### src/sv/fre_pkg.sv
// Shared types and constants for the fragment reassembly engine.
// Holds status codes, register indexes, parameter defaults and the
// command/status structs between controller and datapath.
package fre_pkg;

    localparam int DEF_MAX_FRAGMENTS  = 8;
    localparam int DEF_FRAG_PAYLOAD   = 16;
    localparam int DEF_MESSAGE_BYTES  = 64;

    localparam int CFG_DATA_W  = 7;
    localparam int CFG_INDEX_W = 2;

    localparam logic [CFG_INDEX_W-1:0] CFG_MAX_MESSAGE_BYTES  = 2'd0;
    localparam logic [CFG_INDEX_W-1:0] CFG_MAX_FRAGMENT_TOTAL = 2'd1;
    localparam logic [CFG_INDEX_W-1:0] CFG_MAX_FRAG_PAYLOAD   = 2'd2;

    localparam logic [3:0] ST_ACCEPTED    = 4'd0;
    localparam logic [3:0] ST_DUPLICATE   = 4'd1;
    localparam logic [3:0] ST_COMPLETE    = 4'd2;
    localparam logic [3:0] ST_BAD_CONFIG  = 4'd3;
    localparam logic [3:0] ST_ZERO_COUNT  = 4'd4;
    localparam logic [3:0] ST_COUNT_LARGE = 4'd5;
    localparam logic [3:0] ST_ZERO_INDEX  = 4'd6;
    localparam logic [3:0] ST_INDEX_RANGE = 4'd7;
    localparam logic [3:0] ST_EMPTY       = 4'd8;
    localparam logic [3:0] ST_FRAG_LARGE  = 4'd9;
    localparam logic [3:0] ST_MISMATCH    = 4'd10;
    localparam logic [3:0] ST_CONFLICT    = 4'd11;
    localparam logic [3:0] ST_MSG_LARGE   = 4'd12;

    typedef struct packed {
        logic       stage_wr;
        logic       latch;
        logic       cnt_clr;
        logic       cnt_inc;
        logic       mem_rd;
        logic       copy_wr;
        logic       commit;
        logic       sel_drain;
        logic       frag_clr;
        logic       frag_inc;
        logic       xfer_clr;
        logic       out_load;
        logic       out_last;
        logic [3:0] out_code;
    } fre_cmd_t;

    typedef struct packed {
        logic       pre_err;
        logic [3:0] pre_code;
        logic       dup_path;
        logic       len_match;
        logic       cmp_eq;
        logic       cnt_last;
        logic       msg_large;
        logic       xfer_done;
        logic       frag_last;
        logic       byte_last;
        logic       out_free;
    } fre_sts_t;

endpackage

### src/sv/fragment_reassembly_engine_core.sv
// Top level of the fragment reassembly engine.
// Instantiates fre_ctrl and fre_datapath; uses fre_pkg.
//
//  channel | signals                                  | direction
//  in      | in_valid, in_stall, frag_index .. end    | item in
//  out     | out_valid, out_stall, status .. total    | item out
//  cfg     | cfg_valid, cfg_ready, cfg_index, data    | register write
//
// A byte without fragment_end is staged and the engine stays idle. A fragment
// end that a check rejects is reported from the check state; a duplicate is
// compared byte by byte with its slot, and an accepted fragment is copied byte
// by byte into its slot and committed. A completing fragment then drains the
// message via the registered slot memory read. Reset clears all control state;
// memories need no clearing. A stalled output holds the controller.
module fragment_reassembly_engine_core
    import fre_pkg::*;
#(
    parameter int MAX_FRAGMENTS  = DEF_MAX_FRAGMENTS,
    parameter int FRAG_PAYLOAD   = DEF_FRAG_PAYLOAD,
    parameter int MESSAGE_BYTES  = DEF_MESSAGE_BYTES
) (
    input  logic                   clk,
    input  logic                   rst_n,
    input  logic                   in_valid,
    output logic                   in_stall,
    input  logic [15:0]            frag_index,
    input  logic [15:0]            frag_total,
    input  logic [7:0]             payload_byte,
    input  logic                   byte_present,
    input  logic                   fragment_end,
    output logic                   out_valid,
    input  logic                   out_stall,
    output logic [3:0]             status,
    output logic [7:0]             out_byte,
    output logic                   out_byte_valid,
    output logic                   run_last,
    output logic [15:0]            report_index,
    output logic [15:0]            report_total,
    input  logic                   cfg_valid,
    output logic                   cfg_ready,
    input  logic [CFG_INDEX_W-1:0] cfg_index,
    input  logic [CFG_DATA_W-1:0]  cfg_data
);

    fre_cmd_t cmd;
    fre_sts_t sts;

    assign cfg_ready = 1'b1;

    fre_ctrl u_ctrl (
        .clk          (clk),
        .rst_n        (rst_n),
        .in_valid     (in_valid),
        .fragment_end (fragment_end),
        .in_stall     (in_stall),
        .sts          (sts),
        .cmd          (cmd)
    );

    fre_datapath #(
        .MAX_FRAGMENTS  (MAX_FRAGMENTS),
        .FRAG_PAYLOAD   (FRAG_PAYLOAD),
        .MESSAGE_BYTES  (MESSAGE_BYTES)
    ) u_datapath (
        .clk            (clk),
        .rst_n          (rst_n),
        .cfg_valid      (cfg_valid),
        .cfg_index      (cfg_index),
        .cfg_data       (cfg_data),
        .frag_index     (frag_index),
        .frag_total     (frag_total),
        .payload_byte   (payload_byte),
        .byte_present   (byte_present),
        .out_stall      (out_stall),
        .out_valid      (out_valid),
        .status         (status),
        .out_byte       (out_byte),
        .out_byte_valid (out_byte_valid),
        .run_last       (run_last),
        .report_index   (report_index),
        .report_total   (report_total),
        .cmd            (cmd),
        .sts            (sts)
    );

endmodule

### src/sv/fre_ram.sv
// Generic single-write, single-read RAM with registered read data.
// No dependencies.
module fre_ram #(
    parameter int WIDTH = 8,
    parameter int DEPTH = 16,
    localparam int AW = (DEPTH > 1) ? $clog2(DEPTH) : 1
) (
    input  logic             clk,
    input  logic             we,
    input  logic [AW-1:0]    waddr,
    input  logic [WIDTH-1:0] wdata,
    input  logic             re,
    input  logic [AW-1:0]    raddr,
    output logic [WIDTH-1:0] rdata
);

    logic [WIDTH-1:0] mem [DEPTH];
    logic [WIDTH-1:0] rdata_reg;

    always_ff @(posedge clk)
    begin
        if (we)
        begin
            mem[waddr] <= wdata;
        end
        if (re)
        begin
            rdata_reg <= mem[raddr];
        end
    end

    assign rdata = rdata_reg;

endmodule

### src/sv/fre_ctrl.sv
// Controller state machine of the fragment reassembly engine.
// Depends on fre_pkg for the command and status structs.
module fre_ctrl
    import fre_pkg::*;
(
    input  logic     clk,
    input  logic     rst_n,
    input  logic     in_valid,
    input  logic     fragment_end,
    output logic     in_stall,
    input  fre_sts_t sts,
    output fre_cmd_t cmd
);

    localparam logic [3:0] S_IDLE   = 4'd0;
    localparam logic [3:0] S_PRE    = 4'd1;
    localparam logic [3:0] S_CMP_RD = 4'd2;
    localparam logic [3:0] S_CMP_EV = 4'd3;
    localparam logic [3:0] S_CP_RD  = 4'd4;
    localparam logic [3:0] S_CP_WR  = 4'd5;
    localparam logic [3:0] S_COMMIT = 4'd6;
    localparam logic [3:0] S_DR_RD  = 4'd7;
    localparam logic [3:0] S_DR_EV  = 4'd8;

    logic [3:0] state_reg;
    logic [3:0] state_next;

    always_ff @(posedge clk or negedge rst_n)
    begin
        if (!rst_n)
        begin
            state_reg <= S_IDLE;
        end
        else
        begin
            state_reg <= state_next;
        end
    end

    assign in_stall = (state_reg != S_IDLE);

    always_comb
    begin
        cmd        = '0;
        state_next = state_reg;
        case (state_reg)
            S_IDLE:
            begin
                if (in_valid)
                begin
                    cmd.stage_wr = 1'b1;
                    if (fragment_end)
                    begin
                        cmd.latch  = 1'b1;
                        state_next = S_PRE;
                    end
                end
            end
            S_PRE:
            begin
                if (sts.pre_err)
                begin
                    if (sts.out_free)
                    begin
                        cmd.out_load = 1'b1;
                        cmd.out_last = 1'b1;
                        cmd.out_code = sts.pre_code;
                        state_next   = S_IDLE;
                    end
                end
                else if (sts.dup_path)
                begin
                    if (sts.len_match)
                    begin
                        cmd.cnt_clr = 1'b1;
                        state_next  = S_CMP_RD;
                    end
                    else if (sts.out_free)
                    begin
                        cmd.out_load = 1'b1;
                        cmd.out_last = 1'b1;
                        cmd.out_code = ST_CONFLICT;
                        state_next   = S_IDLE;
                    end
                end
                else if (sts.msg_large)
                begin
                    if (sts.out_free)
                    begin
                        cmd.out_load = 1'b1;
                        cmd.out_last = 1'b1;
                        cmd.out_code = ST_MSG_LARGE;
                        state_next   = S_IDLE;
                    end
                end
                else
                begin
                    cmd.cnt_clr = 1'b1;
                    state_next  = S_CP_RD;
                end
            end
            S_CMP_RD:
            begin
                cmd.mem_rd = 1'b1;
                state_next = S_CMP_EV;
            end
            S_CMP_EV:
            begin
                if (!sts.cmp_eq || sts.cnt_last)
                begin
                    if (sts.out_free)
                    begin
                        cmd.out_load = 1'b1;
                        cmd.out_last = 1'b1;
                        cmd.out_code = sts.cmp_eq ? ST_DUPLICATE : ST_CONFLICT;
                        state_next   = S_IDLE;
                    end
                end
                else
                begin
                    cmd.cnt_inc = 1'b1;
                    state_next  = S_CMP_RD;
                end
            end
            S_CP_RD:
            begin
                cmd.mem_rd = 1'b1;
                state_next = S_CP_WR;
            end
            S_CP_WR:
            begin
                cmd.copy_wr = 1'b1;
                if (sts.cnt_last)
                begin
                    state_next = S_COMMIT;
                end
                else
                begin
                    cmd.cnt_inc = 1'b1;
                    state_next  = S_CP_RD;
                end
            end
            S_COMMIT:
            begin
                if (sts.xfer_done)
                begin
                    cmd.commit   = 1'b1;
                    cmd.frag_clr = 1'b1;
                    cmd.cnt_clr  = 1'b1;
                    state_next   = S_DR_RD;
                end
                else if (sts.out_free)
                begin
                    cmd.commit   = 1'b1;
                    cmd.out_load = 1'b1;
                    cmd.out_last = 1'b1;
                    cmd.out_code = ST_ACCEPTED;
                    state_next   = S_IDLE;
                end
            end
            S_DR_RD:
            begin
                cmd.sel_drain = 1'b1;
                cmd.mem_rd    = 1'b1;
                state_next    = S_DR_EV;
            end
            S_DR_EV:
            begin
                cmd.sel_drain = 1'b1;
                if (sts.out_free)
                begin
                    cmd.out_load = 1'b1;
                    cmd.out_code = ST_COMPLETE;
                    cmd.out_last = sts.byte_last && sts.frag_last;
                    if (sts.byte_last)
                    begin
                        if (sts.frag_last)
                        begin
                            cmd.xfer_clr = 1'b1;
                            state_next   = S_IDLE;
                        end
                        else
                        begin
                            cmd.frag_inc = 1'b1;
                            cmd.cnt_clr  = 1'b1;
                            state_next   = S_DR_RD;
                        end
                    end
                    else
                    begin
                        cmd.cnt_inc = 1'b1;
                        state_next  = S_DR_RD;
                    end
                end
            end
            default:
            begin
                state_next = S_IDLE;
            end
        endcase
    end

endmodule

### src/sv/fre_datapath.sv
// Datapath of the fragment reassembly engine: configuration, staging,
// slot storage, checks and the output register. Uses fre_pkg and fre_ram.
module fre_datapath
    import fre_pkg::*;
#(
    parameter int MAX_FRAGMENTS  = DEF_MAX_FRAGMENTS,
    parameter int FRAG_PAYLOAD   = DEF_FRAG_PAYLOAD,
    parameter int MESSAGE_BYTES  = DEF_MESSAGE_BYTES
) (
    input  logic                   clk,
    input  logic                   rst_n,
    input  logic                   cfg_valid,
    input  logic [CFG_INDEX_W-1:0] cfg_index,
    input  logic [CFG_DATA_W-1:0]  cfg_data,
    input  logic [15:0]            frag_index,
    input  logic [15:0]            frag_total,
    input  logic [7:0]             payload_byte,
    input  logic                   byte_present,
    input  logic                   out_stall,
    output logic                   out_valid,
    output logic [3:0]             status,
    output logic [7:0]             out_byte,
    output logic                   out_byte_valid,
    output logic                   run_last,
    output logic [15:0]            report_index,
    output logic [15:0]            report_total,
    input  fre_cmd_t               cmd,
    output fre_sts_t               sts
);

    localparam int AW  = (FRAG_PAYLOAD > 1) ? $clog2(FRAG_PAYLOAD) : 1;
    localparam int LW  = $clog2(FRAG_PAYLOAD + 2);
    localparam int SW  = (MAX_FRAGMENTS > 1) ? $clog2(MAX_FRAGMENTS) : 1;
    localparam int RW  = $clog2(MAX_FRAGMENTS + 1);
    localparam int SLOTS = MAX_FRAGMENTS * FRAG_PAYLOAD;
    localparam int SAW = (SLOTS > 1) ? $clog2(SLOTS) : 1;
    localparam int ACW = $clog2(MESSAGE_BYTES + 1);

    logic [6:0]      mmb_reg;
    logic [3:0]      mft_reg;
    logic [4:0]      mfb_reg;
    logic [LW-1:0]   stage_len_reg;
    logic [LW-1:0]   stage_len_next;
    logic [15:0]     idx_reg;
    logic [15:0]     tot_reg;
    logic [LW-1:0]   len_reg;
    logic [AW-1:0]   cnt_reg;
    logic [SW-1:0]   frag_reg;
    logic [LW-1:0]   slot_len_reg [MAX_FRAGMENTS];
    logic [MAX_FRAGMENTS-1:0] filled_reg;
    logic            active_reg;
    logic [RW-1:0]   expected_reg;
    logic [RW-1:0]   received_reg;
    logic [ACW-1:0]  acc_reg;
    logic            out_valid_reg;
    logic [3:0]      status_reg;
    logic [7:0]      out_byte_reg;
    logic            out_byte_valid_reg;
    logic            run_last_reg;
    logic [15:0]     report_index_reg;
    logic [15:0]     report_total_reg;

    logic [SW-1:0]   cur_slot;
    logic [SW-1:0]   rd_slot;
    logic [LW-1:0]   rd_slot_len;
    logic            stage_we;
    logic [7:0]      stage_rdata;
    logic [7:0]      slot_rdata;
    logic [SAW-1:0]  slot_waddr;
    logic [SAW-1:0]  slot_raddr;
    logic            cfg_ok;
    logic            echo;

    always_ff @(posedge clk or negedge rst_n)
    begin
        if (!rst_n)
        begin
            mmb_reg <= 7'd64;
            mft_reg <= 4'd8;
            mfb_reg <= 5'd16;
        end
        else if (cfg_valid)
        begin
            case (cfg_index)
                CFG_MAX_MESSAGE_BYTES:  mmb_reg <= cfg_data;
                CFG_MAX_FRAGMENT_TOTAL: mft_reg <= cfg_data[3:0];
                CFG_MAX_FRAG_PAYLOAD:   mfb_reg <= cfg_data[4:0];
                default:                mmb_reg <= mmb_reg;
            endcase
        end
    end

    assign stage_we = cmd.stage_wr && byte_present
                      && (32'(stage_len_reg) < 32'(FRAG_PAYLOAD));

    always_comb
    begin
        stage_len_next = stage_len_reg;
        if (cmd.stage_wr && byte_present
            && (32'(stage_len_reg) <= 32'(FRAG_PAYLOAD)))
        begin
            stage_len_next = stage_len_reg + LW'(1);
        end
    end

    always_ff @(posedge clk or negedge rst_n)
    begin
        if (!rst_n)
        begin
            stage_len_reg <= '0;
        end
        else if (cmd.latch)
        begin
            stage_len_reg <= '0;
        end
        else
        begin
            stage_len_reg <= stage_len_next;
        end
    end

    always_ff @(posedge clk)
    begin
        if (cmd.latch)
        begin
            idx_reg <= frag_index;
            tot_reg <= frag_total;
            len_reg <= stage_len_next;
        end
        if (cmd.cnt_clr)
        begin
            cnt_reg <= '0;
        end
        else if (cmd.cnt_inc)
        begin
            cnt_reg <= cnt_reg + AW'(1);
        end
        if (cmd.frag_clr)
        begin
            frag_reg <= '0;
        end
        else if (cmd.frag_inc)
        begin
            frag_reg <= frag_reg + SW'(1);
        end
        if (cmd.commit)
        begin
            slot_len_reg[cur_slot] <= len_reg;
        end
    end

    always_ff @(posedge clk or negedge rst_n)
    begin
        if (!rst_n)
        begin
            filled_reg   <= '0;
            active_reg   <= 1'b0;
            expected_reg <= '0;
            received_reg <= '0;
            acc_reg      <= '0;
        end
        else if (cmd.xfer_clr)
        begin
            filled_reg   <= '0;
            active_reg   <= 1'b0;
            expected_reg <= '0;
            received_reg <= '0;
            acc_reg      <= '0;
        end
        else if (cmd.commit)
        begin
            filled_reg[cur_slot] <= 1'b1;
            active_reg           <= 1'b1;
            if (!active_reg)
            begin
                expected_reg <= RW'(tot_reg);
            end
            received_reg <= received_reg + RW'(1);
            acc_reg      <= ACW'(32'(acc_reg) + 32'(len_reg));
        end
    end

    assign cur_slot    = SW'(idx_reg - 16'd1);
    assign rd_slot     = cmd.sel_drain ? frag_reg : cur_slot;
    assign rd_slot_len = slot_len_reg[rd_slot];
    assign slot_waddr  = SAW'(32'(cur_slot) * FRAG_PAYLOAD + 32'(cnt_reg));
    assign slot_raddr  = SAW'(32'(rd_slot) * FRAG_PAYLOAD + 32'(cnt_reg));

    fre_ram #(
        .WIDTH (8),
        .DEPTH (FRAG_PAYLOAD)
    ) u_stage_ram (
        .clk   (clk),
        .we    (stage_we),
        .waddr (stage_len_reg[AW-1:0]),
        .wdata (payload_byte),
        .re    (cmd.mem_rd),
        .raddr (cnt_reg),
        .rdata (stage_rdata)
    );

    fre_ram #(
        .WIDTH (8),
        .DEPTH (SLOTS)
    ) u_slot_ram (
        .clk   (clk),
        .we    (cmd.copy_wr),
        .waddr (slot_waddr),
        .wdata (stage_rdata),
        .re    (cmd.mem_rd),
        .raddr (slot_raddr),
        .rdata (slot_rdata)
    );

    assign cfg_ok = (mmb_reg != 7'd0) && (32'(mmb_reg) <= 32'(MESSAGE_BYTES))
                 && (mft_reg != 4'd0) && (32'(mft_reg) <= 32'(MAX_FRAGMENTS))
                 && (mfb_reg != 5'd0) && (32'(mfb_reg) <= 32'(FRAG_PAYLOAD));

    always_comb
    begin
        sts.pre_err  = 1'b1;
        sts.pre_code = ST_ACCEPTED;
        if (!cfg_ok)
        begin
            sts.pre_code = ST_BAD_CONFIG;
        end
        else if (tot_reg == 16'd0)
        begin
            sts.pre_code = ST_ZERO_COUNT;
        end
        else if (tot_reg > 16'(mft_reg))
        begin
            sts.pre_code = ST_COUNT_LARGE;
        end
        else if (idx_reg == 16'd0)
        begin
            sts.pre_code = ST_ZERO_INDEX;
        end
        else if (idx_reg > tot_reg)
        begin
            sts.pre_code = ST_INDEX_RANGE;
        end
        else if (len_reg == '0)
        begin
            sts.pre_code = ST_EMPTY;
        end
        else if (32'(len_reg) > 32'(mfb_reg))
        begin
            sts.pre_code = ST_FRAG_LARGE;
        end
        else if (active_reg && (32'(expected_reg) != 32'(tot_reg)))
        begin
            sts.pre_code = ST_MISMATCH;
        end
        else
        begin
            sts.pre_err = 1'b0;
        end
        sts.dup_path  = active_reg && filled_reg[cur_slot];
        sts.len_match = (rd_slot_len == len_reg);
        sts.cmp_eq    = (stage_rdata == slot_rdata);
        sts.cnt_last  = (32'(cnt_reg) + 32'd1 == 32'(len_reg));
        sts.msg_large = (32'(acc_reg) + 32'(len_reg) > 32'(mmb_reg));
        sts.xfer_done = (32'(received_reg) + 32'd1 == 32'(tot_reg));
        sts.frag_last = (32'(frag_reg) + 32'd1 == 32'(tot_reg));
        sts.byte_last = (32'(cnt_reg) + 32'd1 == 32'(rd_slot_len));
        sts.out_free  = !out_valid_reg || !out_stall;
    end

    assign echo = (cmd.out_code >= ST_BAD_CONFIG);

    always_ff @(posedge clk or negedge rst_n)
    begin
        if (!rst_n)
        begin
            out_valid_reg <= 1'b0;
        end
        else if (cmd.out_load)
        begin
            out_valid_reg <= 1'b1;
        end
        else if (!out_stall)
        begin
            out_valid_reg <= 1'b0;
        end
    end

    always_ff @(posedge clk)
    begin
        if (cmd.out_load)
        begin
            status_reg         <= cmd.out_code;
            out_byte_valid_reg <= (cmd.out_code == ST_COMPLETE);
            out_byte_reg       <= (cmd.out_code == ST_COMPLETE) ? slot_rdata : 8'd0;
            run_last_reg       <= cmd.out_last;
            report_index_reg   <= echo ? idx_reg : 16'd0;
            report_total_reg   <= echo ? tot_reg : 16'd0;
        end
    end

    assign out_valid      = out_valid_reg;
    assign status         = status_reg;
    assign out_byte       = out_byte_reg;
    assign out_byte_valid = out_byte_valid_reg;
    assign run_last       = run_last_reg;
    assign report_index   = report_index_reg;
    assign report_total   = report_total_reg;

endmodule

### config.mk
export PLATFORM = sky130hd
export DESIGN_NAME = fragment_reassembly_engine_core
export DESIGN_NICKNAME = d
export VERILOG_FILES = /design/src/sv/fre_pkg.sv /design/src/sv/fragment_reassembly_engine_core.sv /design/src/sv/fre_ram.sv /design/src/sv/fre_ctrl.sv /design/src/sv/fre_datapath.sv
export SDC_FILE = /design/constraint.sdc
export NUM_CORES = 2
export LEC_CHECK = 0
export BUFFER_PORTS_ARGS = -buffer_cell sky130_fd_sc_hd__clkbuf_2
export CORE_ASPECT_RATIO = 1.75
export CORE_MARGIN = 4
export CORE_UTILIZATION = 52
export CTS_CLUSTER_DIAMETER = 150
export DETAILED_ROUTE_END_ITERATION = 7
export PLACE_DENSITY = 0.71
export SYNTH_ARGS = -nofsm -noshare
export SYNTH_HDL_FRONTEND = slang
export SYNTH_HIERARCHICAL = 1
export SYNTH_SLANG_ARGS = --single-unit
### constraint.sdc
create_clock -name clk -period 5.9 [get_ports clk]
set_clock_uncertainty 0.2 [all_clocks]
set_input_delay 1.18 -clock clk [delete_from_list [all_inputs] [get_ports clk]]
set_output_delay 1.18 -clock clk [all_outputs]
set_load 0.02 [all_outputs]
* Word-level counts from Yosys, hierarchy flattened
Memory sizes are Yosys's and may differ from the RTL's. A register that Yosys moved wholly into a read port is not among the register bits.
Cells that the tools add are included.
** Word-level totals
- Register bits after elaboration :: 140
- Bits in writable memories :: 1192
- Input port bits :: 56
- Output and inout port bits :: 49
- Logic and storage cells :: 202
- Memories kept :: 3
** Memory list
- u_datapath.u_slot_ram.mem :: depth 128, width 8, read ports 1, clocked after Yosys merged registers in 1, write ports 1, RTL line fre_ram.sv:17 : logic [WIDTH-1:0] mem [DEPTH];
- u_datapath.u_stage_ram.mem :: depth 16, width 8, read ports 1, clocked after Yosys merged registers in 1, write ports 1, RTL line fre_ram.sv:17
- u_datapath.slot_len_reg :: depth 8, width 5, read ports 1, clocked after Yosys merged registers in 0, write ports 1, RTL line fre_datapath.sv:49 : logic [LW-1:0] slot_len_reg [MAX_FRAGMENTS];
** Cells by class
- $add $sub $neg :: 11
- Magnitude comparators :: 12
- Equality and inequality tests :: 23
- Mux-type cells :: 96
- Bitwise gates (word level) :: 1
- Reduce and logical (&&, ||, !) cells :: 34
** Operators by type and width (count)
- 4-bit 2-to-1 mux :: 25
- 6-bit 2-to-1 mux :: 11
- 32-bit by 16-bit == test with 1-bit output :: 2
- 32-bit by 5-bit == test with 1-bit output :: 2
- 1-bit 2-to-1 mux :: 39
- 4-bit case mux with 9 select lines :: 1
- 32-bit by 7-bit greater-than comparator with 1-bit output :: 1
- 16-bit zero test :: 2
- 8-bit 2-to-1 mux :: 3
- 6-bit case mux with 4 select lines :: 1
- 4-bit by 3-bit == test with 1-bit output (second input constant) :: 4
- 16-bit greater-than comparator :: 1
- 16-bit by 4-bit greater-than comparator with 1-bit output :: 1
- 4-bit by 16-bit inequality test with 1-bit output :: 1
- 7-bit by 4-bit adder with 7-bit output :: 2
- 7-bit 2-to-1 mux :: 2
- 4-bit by 2-bit == test with 1-bit output (second input constant) :: 3
- 1-bit logical AND :: 12
- 2-bit 2-to-1 mux :: 6
- 4-bit by 1-bit adder with 5-bit output (second input constant) :: 2
- 5-bit less-or-equal comparator (second input constant) :: 2
- 5-bit 2-to-1 mux :: 2
- 4-bit by 1-bit adder with 4-bit output (second input constant) :: 2
- 7-bit by 5-bit adder with 8-bit output :: 1
- other kinds (37) :: 49

* Longest topological paths before layout
- Depth in word-level cells :: 14
- Gate-level depth with buffers :: 21
- Mapped depth without buffers :: 20

* Hierarchy
The synthesis kept the hierarchy.
** Modules (own cells, without submodules)
- fre_ram (u_datapath.u_slot_ram) :: instances 1, cells each 1635, area each 39745.6 µm², seq. area each 30989.7 µm²
- fre_datapath :: instances 1, cells each 749, area each 8712.1 µm², seq. area each 4988.5 µm²
- fre_ram (u_datapath.u_stage_ram) :: instances 1, cells each 229, area each 5227.5 µm², seq. area each 4083.9 µm²
- fre_ctrl :: instances 1, cells each 98, area each 670.6 µm², seq. area each 100.1 µm²
- fragment_reassembly_engine_core :: instances 1, cells each 2, area each 11.3 µm², seq. area each 0.0 µm²

* Worst setup path before layout
OpenSTA, ideal clock, no wires.
- Kind :: reg-to-reg
- Start :: register u_datapath.len_reg[0]
- End :: register u_datapath.out_byte_reg[0], in the netlist u_datapath/out_byte[0], enable pin
- Library setup time :: 0.412 ns
- Data arrival time :: 4.168 ns
- Data required time :: 5.288 ns
- Setup slack :: 1.119 ns
- Cell stages (with the launch flop) :: 19
- Buffers on the path :: 0
- Period minus slack after synthesis :: 4.781 ns
- Path through :: edfxtp_1 -> ha_1 -> inv_1 -> fa_1 -> inv_1 -> a21oi_1 -> o21ai_0 -> and2_1 -> o21ai_0 -> xnor2_1 -> ha_1 -> and4_1 -> nand4_1 -> nand2_1 -> o21ai_0 -> or2_1 -> a21oi_1 -> nor2_1 -> o41a_1
** RTL lines
- start, declared :: RTL line fre_datapath.sv:46 : logic [LW-1:0] len_reg;
- start signal, assigned :: RTL line fre_datapath.sv:128 : len_reg <= stage_len_next;
- end signal, assigned :: RTL line fre_datapath.sv:294 : out_byte_reg <= (cmd.out_code == ST_COMPLETE) ? slot_rdata : 8'd0;
- end, declared :: RTL line fre_datapath.sv:57 : logic [7:0] out_byte_reg;

==> reports/results.md <==
Status
• finished, final reports clean — outcome

Clock network
• 110 — clock buffers created by TritonCTS
• 0 — number of gates given a new drive strength after cts
• 0 — Post-CTS Hold Buffers
• 3 — buffer depth of the longest clock path
• 0 — post-CTS setup repair buffer count
• 70 ps — clock-pin transition on the worst setup and hold timing paths
• 710 ps — source-to-sink clock delay at the later pin of the worst-skew pair
• 1348 — clock sink count
• 3 — H-tree Lvls
• yes — clock tree from TritonCTS
• sky130_fd_sc_hd__clkbuf_16 — root cell of the clock tree

Synth
• sky130_fd_sc_hd__edfxtp_1 — Post-synth top flop
• 77 — count of different cell masters after synthesis
• 0.0371 — asr flop ratio synth
• 1291 — Post-synth EDFFs
• 20.0 um^2 — syn avg cell area
• 54400 um^2 — Cell Area, Synth
• 0.739 — share of the yosys chip area belonging to registers
• 2813 — Post-Synthesis Net Count
• 2713 — synthesized instance count
• 6 — synth warn
• 1348 — Synth Register Bits

STA
• 0 — Hold Violations, Final
• false — RSZ-0062 raised after global routing
• 0.923 — final critical-path share of the clock period
• 0 — max-slew violations
• 5450 ps — post-layout min period
• 0 ps — sum of negative setup slack
• 452 ps — least setup slack across all paths after layout
• 0.0825 — worst relative slew slack
• 184 MHz — upper clock frequency limit
• 1370 ps — Worst Tran Pin Value
• 0 — final setup violating endpoints

Detailed routing
• 7 — Initial DRT Pass Iterations
• 0 — Antenna Violating Nets Remaining
• 6.29 — Vias per Instance
• 29.3 um — routed wirelength normalized by instance count
• 27300 — routed vias
• 0 — final routed DRC violation total
• 2832 — initial drt markers
• 127 mm — Post-Route WL

Layout
• 0.583 — Post-Route Utilization
• 11.1% — area delta synth->final
• sky130_fd_sc_hd__edfxtp_1 — most common cell after layout, fill and taps aside
• 1291 x sky130_fd_sc_hd__edfxtp_1, 356 x sky130_fd_sc_hd__mux4_2, 222 x sky130_fd_sc_hd__nor2_1 — commonest non-fill, non-tap cells in the layout
• 60400 um^2 — final instance area
• 7278 — number of fill cells
• 0.262 — fraction of final layout cells sized beyond drive strength 1
• 3000 — Final Net Count
• 1024 — max FFs per register

Die
• 252 um — DIE WIDTH
• 0.525 — Initial Util
• 104000 um^2 — core region area
• 105 — IO Count
• 110000 um^2 — Die Footprint
• 156 — # rows
• 436 um — vertical extent of the die

Setup path
• 5830 ps — data arrival time of the worst path
• 6280 ps — critical path required time
• reg2reg — category of the critical setup timing path
• 16 — reg2reg path depth
• 450 ps — worst reg-to-reg setup slack
• u_ctrl/state_reg[1] — worst r2r src
• 47 — Worst Path Max Fanout
• u_datapath/out_valid — R2R Path End
• register — crit end category
• register — type of origin of the critical path

GRT
• 189 mm — wire length of the first global-routing pass
• 114 — largest net degree at the start of global routing
• 1 — initial antenna violation count
• 0 — remaining global-route overflow
• 0.233 — Tot GR Track Use
• 28400 — vias in the first global route

Placement
• 0.876 — Final GP Congestion
• 515 ps — setup slack at placement
• 103 — buffers added on ports
• 83.0 mm — DPL Wire Length
• 56800 um^2 — placed standard-cell area

Worst hold path
• reg2reg — class of the most critical hold timing path
• u_datapath/filled_reg[0] — startpoint of the lowest-slack hold path
• u_datapath/filled_reg[0] — worst min-delay path endpoint
• 2 — cell count of the worst hold path

Flow run
• 0 — Max Cap Violations

Pwr
• 19.5 nW — cell leakage power
• 319 nW/um^2 — pwr dens
• 0.000216 V — worst-case vdd ir drop
• 0.0193 W — post-layout total power

area by class of cell:
| cell class | instances | area, um^2 | share of cell area |
|---|---|---|---|
| repair buffers | 210 | 1380 | 0.0229 |
| clock buffers | 131 | 2880 | 0.0477 |
| clock inverters | 70 | 724 | 0.0120 |
| multi-input cells | 1170 | 13300 | 0.221 |
| well taps | 1343 | 1680 | 0.0278 |
| diodes | 1 | 2.50 | 0.0000414 |
| flip-flops and latches | 1348 | 40200 | 0.665 |
| inverters | 60 | 225 | 0.00373 |
synth_stat cells (all sizes together) (26+ instances only):
master / n / share of area
buf: 67 / 0.0070
xnor2: 38 / 0.0063
clkbuf: 65 / 0.0045
inv: 60 / 0.0041
ha: 43 / 0.0099
nand3: 26 / 0.0024
nor3: 36 / 0.0033
o21ai: 31 / 0.0029
nor2: 223 / 0.015
mux4: 370 / 0.15
a21oi: 38 / 0.0036
dfrtp: 47 / 0.022
nand2: 77 / 0.0053
edfxtp: 1291 / 0.71
nor2b: 45 / 0.0054
cells by family after synthesis:
logic type	Yosys count	synth area share
adder cells (fa/ha/maj)	44	0.0103
AND/OR/NAND/NOR	502	0.0443
other	1	0.0000690
AO/OA/AOI/OAI	165	0.0205
flip-flops	1348	0.739
buffers and inverters	195	0.0162
multiplexers	402	0.161
XOR/XNOR	56	0.00916
critical path: stages, from the launching register on:
cell	delay, ps
sky130_fd_sc_hd__dfrtp_1	540
sky130_fd_sc_hd__nor2_1	320
sky130_fd_sc_hd__nand3b_1	170
sky130_fd_sc_hd__nand2_1	300
sky130_fd_sc_hd__inv_1	230
sky130_fd_sc_hd__mux2i_4	290
sky130_fd_sc_hd__inv_2	520
sky130_fd_sc_hd__o31ai_1	160
sky130_fd_sc_hd__nor2_1	220
sky130_fd_sc_hd__or3_1	140
sky130_fd_sc_hd__nand3_1	110
sky130_fd_sc_hd__nor4_2	430
sky130_fd_sc_hd__nand2_1	130
sky130_fd_sc_hd__a21oi_1	290
sky130_fd_sc_hd__nor2_1	100
sky130_fd_sc_hd__o41a_2	850
sky130_fd_sc_hd__nand2b_1	300
power breakdown:
part	switching (W)	internal, W
Combinational	0.000797	0.000393
Clock	0.00327	0.00410
Sequential	0.000117	0.0106
worst max path at each step:
stage | start | to | slack (ps) | depth (start not counted)
after global placement | u_datapath/len_reg[0] | u_datapath/out_valid | 690 | 19
after detailed placement | u_ctrl/state_reg[1] | u_datapath/out_valid | 520 | 16
after CTS | u_ctrl/state_reg[1] | u_datapath/out_valid | 480 | 16
after floorplan | u_datapath/len_reg[0] | u_datapath/out_byte[0] | 1120 | 18
after global routing | u_ctrl/state_reg[1] | u_datapath/out_valid | 20 | 16
final | u_ctrl/state_reg[1] | u_datapath/out_valid | 450 | 16
per-stage QoR:
stage	instances	hold WS (ps)
global route	4333	317
global placement	4131	275
floorplan	2713	261
finish	4333	298
detailed placement	4131	287
CTS	4332	301
layer usage:
| layer | GRT usage | share of wire | vias up |
|---|---|---|---|
| li1 | - | - | 11400 |
| met1 | 0.275 | 0.34 | 14300 |
| met2 | 0.419 | 0.54 | 1276 |
| met3 | 0.0321 | 0.063 | 323 |
| met4 | 0.112 | 0.056 | 0 |
| met5 | 0 | 0 | - |
Note: power is estimated with default switching activity, not from simulation.
